`src/rtl/gprc_pkg.sv`:
```
`default_nettype none

package gprc_pkg;

	localparam int CNT_W = 17;
	localparam int OFF_W = 17;
	localparam int QUEUE_DEPTH = 2;
	localparam int QPTR_W = $clog2(QUEUE_DEPTH);
	localparam int QCNT_W = $clog2(QUEUE_DEPTH + 1);

	localparam logic [CNT_W-1:0] CNT_MAX = '1;

	localparam logic [7:0] CH_OK = 8'h00;
	localparam logic [7:0] CH_ERR = 8'h01;
	localparam logic [7:0] PRIO_BIT = 8'h80;

	localparam logic [CNT_W-1:0] LEN_MIN = CNT_W'(3);
	localparam logic [CNT_W-1:0] LEN_CHOICE = CNT_W'(4);
	localparam logic [CNT_W-1:0] LEN_NORMAL_ERR = CNT_W'(5);
	localparam logic [CNT_W-1:0] LEN_BLOCK_HDR = CNT_W'(11);

	localparam logic [CNT_W-1:0] POS_SUBTYPE = CNT_W'(1);
	localparam logic [CNT_W-1:0] POS_INVOKE = CNT_W'(2);
	localparam logic [CNT_W-1:0] POS_CHOICE = CNT_W'(3);
	localparam logic [CNT_W-1:0] POS_BLKNUM_FIRST = CNT_W'(4);
	localparam logic [CNT_W-1:0] POS_BLKNUM_LAST = CNT_W'(7);
	localparam logic [CNT_W-1:0] POS_BLK_CHOICE = CNT_W'(8);
	localparam logic [CNT_W-1:0] POS_RAW_FIRST = CNT_W'(9);
	localparam logic [CNT_W-1:0] POS_RAW_LAST = CNT_W'(10);

	localparam logic [4:0] ERR_NONE = 5'd0;
	localparam logic [4:0] ERR_SHORT = 5'd1;
	localparam logic [4:0] ERR_NRM_NO_CHOICE = 5'd2;
	localparam logic [4:0] ERR_NRM_NO_DATA = 5'd3;
	localparam logic [4:0] ERR_NRM_ERR_LEN = 5'd4;
	localparam logic [4:0] ERR_NRM_BAD_CHOICE = 5'd5;
	localparam logic [4:0] ERR_BLK_SHORT = 5'd6;
	localparam logic [4:0] ERR_BLK_LEN = 5'd7;
	localparam logic [4:0] ERR_BLK_ERR_RAW = 5'd8;
	localparam logic [4:0] ERR_BLK_BAD_CHOICE = 5'd9;
	localparam logic [4:0] ERR_LST_NO_COUNT = 5'd10;
	localparam logic [4:0] ERR_LST_TRUNC = 5'd11;
	localparam logic [4:0] ERR_LST_NO_DATA = 5'd12;
	localparam logic [4:0] ERR_LST_NO_CODE = 5'd13;
	localparam logic [4:0] ERR_LST_BAD_CHOICE = 5'd14;
	localparam logic [4:0] ERR_LST_EXTRA = 5'd15;
	localparam logic [4:0] ERR_UNKNOWN = 5'd16;

	localparam logic [1:0] CFG_NORMAL = 2'd0;
	localparam logic [1:0] CFG_DATABLOCK = 2'd1;
	localparam logic [1:0] CFG_LIST = 2'd2;

	typedef enum logic [1:0] {
		VAR_NONE   = 2'd0,
		VAR_NORMAL = 2'd1,
		VAR_BLOCK  = 2'd2,
		VAR_LIST   = 2'd3
	} variant_t;

	typedef enum logic [3:0] {
		PH_CHOICE = 4'b0001,
		PH_DATA   = 4'b0010,
		PH_CODE   = 4'b0100,
		PH_DONE   = 4'b1000
	} list_phase_t;

	typedef struct packed {
		logic [7:0] frame_byte;
		logic       frame_end;
	} beat_t;

	typedef struct packed {
		logic             frame_ok;
		logic [4:0]       error_code;
		logic [OFF_W-1:0] error_offset;
		logic [7:0]       service_subtype;
		logic [7:0]       invoke_id;
		logic             high_priority;
		logic [7:0]       result_choice;
		logic             last_block;
		logic [31:0]      block_number;
		logic [7:0]       list_count;
		logic [OFF_W-1:0] frame_length;
	} result_t;

	typedef struct packed {
		logic [7:0] normal_code;
		logic [7:0] datablock_code;
		logic [7:0] list_code;
	} cfg_t;

	typedef struct packed {
		variant_t         variant;
		logic [CNT_W-1:0] len;
		logic [7:0]       subtype;
		logic [7:0]       invoke;
		logic [7:0]       byte3;
		logic [7:0]       choice;
		logic [31:0]      block_number;
		logic [15:0]      raw_length;
		logic [4:0]       first_error;
		logic [CNT_W-1:0] first_error_offset;
		list_phase_t      phase;
	} summary_t;

endpackage

`default_nettype wire

```
`src/rtl/gprc_front.sv`:
```
`default_nettype none

module gprc_front (
	input  wire logic             clk,
	input  wire logic             arst_n,
	input  wire gprc_pkg::cfg_t   cfg,
	input  wire logic             accept,
	input  wire gprc_pkg::beat_t  beat,
	output logic                  push,
	output gprc_pkg::summary_t    summary
);
	import gprc_pkg::*;

	logic [CNT_W-1:0] count_q, count_n;
	logic [7:0]       subtype_q, subtype_n;
	logic [7:0]       invoke_q, invoke_n;
	logic [7:0]       byte3_q, byte3_n;
	logic [7:0]       choice_q, choice_n;
	logic [31:0]      blknum_q, blknum_n;
	logic [15:0]      raw_q, raw_n;
	logic [7:0]       items_q, items_n;
	list_phase_t      phase_q, phase_n;
	logic [4:0]       ferr_q, ferr_n;
	logic [CNT_W-1:0] foff_q, foff_n;
	variant_t         variant;
	logic [7:0]       b;
	logic [CNT_W-1:0] p;

	assign b = beat.frame_byte;
	assign p = count_q;

	always_comb begin
		subtype_n = subtype_q;
		invoke_n = invoke_q;
		byte3_n = byte3_q;
		choice_n = choice_q;
		blknum_n = blknum_q;
		raw_n = raw_q;
		if (p == POS_SUBTYPE) begin
			subtype_n = b;
		end else if (p == POS_INVOKE) begin
			invoke_n = b;
		end else if (p == POS_CHOICE) begin
			byte3_n = b;
		end else if (p >= POS_BLKNUM_FIRST && p <= POS_BLKNUM_LAST) begin
			blknum_n = {blknum_q[23:0], b};
		end else if (p == POS_BLK_CHOICE) begin
			choice_n = b;
		end else if (p == POS_RAW_FIRST || p == POS_RAW_LAST) begin
			raw_n = {raw_q[7:0], b};
		end
	end

	// The variant is judged with the register values of this very beat.
	always_comb begin
		if (subtype_n == cfg.normal_code) begin
			variant = VAR_NORMAL;
		end else if (subtype_n == cfg.datablock_code) begin
			variant = VAR_BLOCK;
		end else if (subtype_n == cfg.list_code) begin
			variant = VAR_LIST;
		end else begin
			variant = VAR_NONE;
		end
	end

	always_comb begin
		items_n = items_q;
		phase_n = phase_q;
		ferr_n = ferr_q;
		foff_n = foff_q;
		if (variant == VAR_LIST && p == POS_CHOICE) begin
			items_n = b;
			phase_n = (b == 8'd0) ? PH_DONE : PH_CHOICE;
		end else if (variant == VAR_LIST && p >= POS_BLKNUM_FIRST && ferr_q == ERR_NONE) begin
			unique case (phase_q)
				PH_CHOICE: begin
					if (b == CH_OK) begin
						phase_n = PH_DATA;
					end else if (b == CH_ERR) begin
						phase_n = PH_CODE;
					end else begin
						ferr_n = ERR_LST_BAD_CHOICE;
						foff_n = p;
						phase_n = PH_DONE;
					end
				end
				PH_DATA, PH_CODE: begin
					items_n = items_q - 8'd1;
					phase_n = (items_n == 8'd0) ? PH_DONE : PH_CHOICE;
				end
				PH_DONE: begin
					ferr_n = ERR_LST_EXTRA;
					foff_n = p;
				end
				default: begin
					phase_n = phase_q;
				end
			endcase
		end
	end

	assign count_n = (count_q == CNT_MAX) ? count_q : count_q + CNT_W'(1);
	assign push = accept && beat.frame_end;

	always_comb begin
		summary.variant = variant;
		summary.len = count_n;
		summary.subtype = subtype_n;
		summary.invoke = invoke_n;
		summary.byte3 = byte3_n;
		summary.choice = choice_n;
		summary.block_number = blknum_n;
		summary.raw_length = raw_n;
		summary.first_error = ferr_n;
		summary.first_error_offset = foff_n;
		summary.phase = phase_n;
	end

	always_ff @(posedge clk or negedge arst_n) begin
		if (!arst_n) begin
			count_q <= '0;
			subtype_q <= '0;
			invoke_q <= '0;
			byte3_q <= '0;
			choice_q <= '0;
			blknum_q <= '0;
			raw_q <= '0;
			items_q <= '0;
			phase_q <= PH_CHOICE;
			ferr_q <= ERR_NONE;
			foff_q <= '0;
		end else if (accept) begin
			if (beat.frame_end) begin
				count_q <= '0;
				subtype_q <= '0;
				invoke_q <= '0;
				byte3_q <= '0;
				choice_q <= '0;
				blknum_q <= '0;
				raw_q <= '0;
				items_q <= '0;
				phase_q <= PH_CHOICE;
				ferr_q <= ERR_NONE;
				foff_q <= '0;
			end else begin
				count_q <= count_n;
				subtype_q <= subtype_n;
				invoke_q <= invoke_n;
				byte3_q <= byte3_n;
				choice_q <= choice_n;
				blknum_q <= blknum_n;
				raw_q <= raw_n;
				items_q <= items_n;
				phase_q <= phase_n;
				ferr_q <= ferr_n;
				foff_q <= foff_n;
			end
		end
	end

endmodule

`default_nettype wire

```
`config.mk`:
```
export PLATFORM = sky130hd
export DESIGN_NAME = gprc_front
export DESIGN_NICKNAME = d
export VERILOG_FILES = /design/src/rtl/gprc_pkg.sv /design/src/rtl/gprc_front.sv
export SDC_FILE = /design/constraint.sdc
export NUM_CORES = 1
export LEC_CHECK = 0
export BUFFER_PORTS_ARGS = -buffer_cell sky130_fd_sc_hd__clkbuf_2
export CAP_MARGIN = 15
export CORE_AREA = 4 4 145 147
export DETAILED_ROUTE_END_ITERATION = 8
export DIE_AREA = 0 0 149 151
export GPL_TIMING_DRIVEN = 0
export SLEW_MARGIN = 5
export SYNTH_ARGS = -nofsm -noshare
export SYNTH_HDL_FRONTEND = slang
export SYNTH_SLANG_ARGS = --single-unit
```
`constraint.sdc`:
```
create_clock -name clk -period 3.8 [get_ports clk]
set_input_delay 0.76 -clock clk [delete_from_list [all_inputs] [get_ports clk]]
set_output_delay 0.76 -clock clk [all_outputs]
set_load 0.1 [all_outputs]
```
# Word-level counts from Yosys, hierarchy flattened
# Cells that the tools add are included.
[totals] ff_bits=131 inputBits=36 output_inout_bits=126 word_cells=100
[classes] addsub=2 order_cmp=2 n_eq_ne=16 mux=56 n_reduce_logical=13
[op_table] op="two-way mux 32 bit" n=5
[op_table] op="two-way mux 8 bit" n=19
[op_table] op="two-way mux 17 bit" n=7
[op_table] op="two-way mux 16 bit" n=7
[op_table] op="== test 17 x 4 -> 1 bit (second input constant)" n=3
[op_table] op="== test 17 x 2 -> 1 bit (second input constant)" n=2
[op_table] op="one-hot mux 17 bit (2 select lines)" n=1
[op_table] op="two-way mux 4 bit" n=7
[op_table] op="two-way mux 5 bit" n=5
[op_table] op="== test 8 bit" n=3
[op_table] op="adder 17 x 1 -> 17 bit (second input constant)" n=1
[op_table] op="== test 17 x 1 -> 1 bit (second input constant)" n=1
[op_table] op="== test 17 bit (second input constant)" n=1
[op_table] op="greater-or-equal comparator 17 x 3 -> 1 bit (second input constant)" n=1
[op_table] op="<= comparator 17 x 3 -> 1 bit (second input constant)" n=1
[op_table] op="logical NOT 8 bit" n=2
[op_table] op="one-hot mux 5 bit (2 select lines)" n=1
[op_table] op="== test 8 x 1 -> 1 bit (second input constant)" n=1
[op_table] op="one-hot mux 4 bit (2 select lines)" n=1
[op_table] op="subtractor 8 x 1 -> 8 bit (second input constant)" n=1
[op_table] op="two-way mux 2 bit" n=3
[op_table] op="nonzero test 3 bit" n=2
[op_table] op="logical AND 1 bit" n=5
[op_table] op="logical NOT 5 bit" n=1
[op_table] op="8 further kinds" n=8

# Longest topological paths before layout
[logic_depth] depth_word=12 depth_mapped=14

# Worst setup path after synthesis
# OpenSTA, ideal clock, no wires.
[synth_path] path_kind="input-to-output" startpoint="input beat[2] (netlist name)" endpoint="output summary[0] (netlist name)" t_arrival_ps=4544 path_slack_ps=-1504 stages=11 path_buffers=3 cell_sequence="clkbuf_1 -> inv_1 -> a222oi_1 -> o2111ai_1 -> mux2i_1 -> o211a_1 -> or3_1 -> clkbuf_1 -> buf_2 -> a21oi_1 -> o21ai_0"
[synth_lines] element="start, declared" line_no="gprc_front.sv:8" text="input wire gprc_pkg::beat_t beat,"
[synth_lines] element="end, declared" line_no="gprc_front.sv:10" text="output gprc_pkg::summary_t summary"

==> flow_metrics.py <==
metrics = {
    "power": {
        "p_int_mw": 2.75,
        "powerDensity_nw_per_um2": 356,
        "power_frac_seq": 0.352,
        "comb_power_share": 0.280,
        "p_sw_frac": 0.364,
        "clkPwrFrac": 0.368,
        "power_mw": 4.33,
        "ir_drop_mv": 0.339,
        "leakage_nw": 5.58,
        "p_sw_mw": 1.58,
    },
    "timing": {
        "period_share": 1.09,
        "worstMarginPinSlew_ps": 762,
        "hold_violations": 0,
        "worst_clock_skew_ps": 12.1,
        "maxClockFrequency_mhz": 242,
        "slew_violations": 0,
        "rsz0062_at_grt": "yes",
        "tns_ps": -9800,
        "finalSetupViolCount": 64,
        "relSlewSlack": 0.492,
        "period_minus_slack_ps": 4140,
        "setup_slack_ps": -336,
    },
    "placed_design": {
        "io_buffers": 158,
        "gp_congestion": 0.879,
        "place_area_sq_um": 9040,
        "dp.final_hpwl_um": 18400,
    },
    "yosys": {
        "yosys_register_bits": 131,
        "muxShareOfSynthArea": 0.124,
        "synthFlopType": "dfrtp_1",
        "synth_top_family_by_area": "compound AO/OA/AOI/OAI gates",
        "synth_area_leaders": "dfrtp_1 42%, mux2_2 12%, a22o_1 11%",
        "synth-compound-area-share": 0.224,
        "synth_cell_types": 73,
        "synthAdderAreaFrac": 0.00971,
        "synth_top_area_share": 0.421,
        "synth_simple_gate_area_frac": 0.127,
        "yosysTopAreaCell": "dfrtp_1",
        "synth-edff-count": 0,
        "postSynth.asyncResetShare": 1.00,
        "avgSynthCellArea_sq_um": 10.4,
        "synth-seq-area-share": 0.424,
        "synth_xor_area_frac": 0.0419,
        "syn_area_sq_um": 7730,
        "synthCells": 745,
        "yosys_warnings": 0,
        "synth_fp_nets": 787,
    },
    "critical_path": {
        "critPathKind": "reg2out",
        "r2r_setup_slack_ps": 480,
        "crit_fanout": 6,
        "start_kind": "flop",
        "path_cells": "inv_2, ha_4, nor4b_4, and4_1, buf_6, buf_6, o211ai_1, nand3_2, o211ai_4, or3_4, or2_4, a21o_4, clkbuf_16",
        "cpMaxStageDelayCell": "or3_4",
        "cpPeakStageDelay_ps": 470,
        "cp_data_arrival_time_ps": 3380,
        "crit_path_frequent_cell": "buf_6",
        "cp-end-kind": "primary output",
        "critPathRequiredTime_ps": 3040,
        "ff2ff_path_depth": 13,
    },
    "global_route": {
        "grtUsageMet1": 0.305,
        "grtUsageMet2": 0.374,
        "grt_pass1_wl_um": 40500,
        "top_usage_layer": "met2",
        "overflow": 0,
        "grt_pass1_vias": 7131,
        "grt_usage": 0.234,
        "antenna_found_initial": 3,
        "grt_use_met3": 0.0727,
        "grt_max_degree": 78,
    },
    "floorplan": {
        "die_h_um": 151,
        "ioPinCount": 162,
        "die_x_um": 149,
        "rows": 52,
        "die_area_sq_um": 22500,
        "start_util": 0.388,
        "coreArea_sq_um": 19900,
    },
    "clocking": {
        "h-tree-depth": 4,
        "cts_tree": "done",
        "clkLatencyLatePin_ps": 430,
        "clkSinkCount": 131,
        "hold_buffers": 0,
        "cts_inserted_buffers": 17,
        "cts.path.max_buffers": 2,
        "cts-root-buf": "clkbuf_16",
        "cts.clk_slew.worst_paths_ps": 70,
    },
    "flow_run": {
        "drv_cap": 0,
    },
    "drt": {
        "drt_wl_total_um": 28500,
        "num_vias": 7300,
        "dr.pass1.iters": 5,
        "drt_first_iter_violations": 454,
        "drc": 0,
        "ant_nets": 0,
        "vias_per_cell": 5.73,
        "wl_per_cell_um": 22.3,
    },
    "status": {
        "status": "complete, but fails checks",
        "violations": "setup timing",
    },
    "finish": {
        "nFillCells": 1577,
        "drive_gt1_frac": 0.456,
        "area_delta_synth_final_pct": 57.4,
        "final_cell_area_sq_um": 12200,
        "fin_nets": 1031,
        "mostFrequentLayoutCell": "dfrtp_1",
        "final_cell_mix": "126 x dfrtp_1, 101 x a22o_1, 64 x clkbuf_2",
    },
    "min_path": {
        "min_path_type": "in2async",
    },
}
[registers in the layout, summed over array words and instances, names as in the netlist]
name       count
blknum_q      32
byte3_q        8
choice_q       8
count_q       17
ferr_q         5
foff_q        17
invoke_q       8
items_q        8
phase_q        4
raw_q         16
subtype_q      8
[through the flow]
stage | hold slack (ps) | util | setup slack [ps] | cells
after floorplan | 464 | - | -671 | 745
after global placement | 481 | 0.452 | -1040 | 1173
after detailed placement | 488 | 0.454 | -1000 | 1175
after CTS | 301 | 0.541 | -337 | 1227
after global routing | 306 | 0.611 | -494 | 1273
final | 283 | 0.611 | -336 | 1275
[routing by layer]
| metal | vias to the layer above | part of all wire |
|---|---|---|
| met5 | - | 0.00091 |
| met4 | 4 | 0.018 |
| met3 | 38 | 0.072 |
| met2 | 249 | 0.49 |
| met1 | 3720 | 0.42 |
| li1 | 3289 | - |
[timing repair]
action | CTS | global route
gates resized for setup | 230 | 318
gates cloned | 3 | 4
endpoints found under the setup margin | 105 | 105
pin swaps | 16 | 17
setup buffers | 21 | 43
[layout make-up]
class | count | area, sq um | area share
flip-flops and latches | 131 | 3280 | 0.270
repair buffers | 229 | 2770 | 0.228
multi-input cells | 524 | 4730 | 0.389
clock inverters | 15 | 134 | 0.0110
clock buffers | 17 | 425 | 0.0350
diodes | 3 | 7.51 | 0.000617
well taps | 270 | 338 | 0.0278
plain buffers | 60 | 380 | 0.0313
inverters | 26 | 97.6 | 0.00802
[worst paths after layout]
check                            from            to
setup / recovery           count_q[1]    summary[2]
min in group clk           byte3_q[0]    byte3_q[0]
hold reg to reg            byte3_q[0]    byte3_q[0]
setup reg to reg           count_q[1]     foff_q[9]
max in group asynchronous      arst_n  subtype_q[7]
hold / removal                 arst_n    foff_q[14]
[worst max-delay path: cells and delay by family (launching register included)]
kind                     cells  cell delay [ps]
AND/OR/NAND/NOR              5             1380
adder cells (fa/ha/maj)      1              160
buffers and inverters        4              540
flip-flops                   1              430
AO/OA/AOI/OAI                3              430
[synth_stat cells (6+ instances only)]
cell type / instances
dfrtp_1: 130
a22o_1: 101
mux2_2: 83
nand2_1: 54
clkbuf_1: 41
o21ai_0: 32
inv_1: 24
nor2_1: 22
buf_2: 19
nand3_1: 19
xor2_1: 19
xnor2_1: 18
a21oi_1: 13
nor2b_1: 10
and3_1: 8
o31ai_1: 8
or2_2: 8
nor3_1: 7
a221oi_1: 6
and4_1: 6
ha_1: 6
[logic make-up (layout without fill, tap and decap cells)]
kind of cell / Yosys count / in the layout
AO/OA/AOI/OAI: 221 / 221
XOR/XNOR: 37 / 37
adder cells (fa/ha/maj): 6 / 6
buffers and inverters: 91 / 347
flip-flops: 131 / 131
multiplexers: 85 / 85
other: 0 / 3
AND/OR/NAND/NOR: 174 / 175
[power by group through the flow]
stage	sequential [mW]	clock [mW]	combinational (mW)
2_1_floorplan	1.52	0	0.741
4_1_cts	1.52	1.60	1.06
3_3_place_gp	1.54	0	0.955
5_1_grt	1.53	1.66	1.27
3_5_place_dp	1.54	0	0.967
6_report	1.52	1.59	1.21
(Power assumes the default switching activity.)
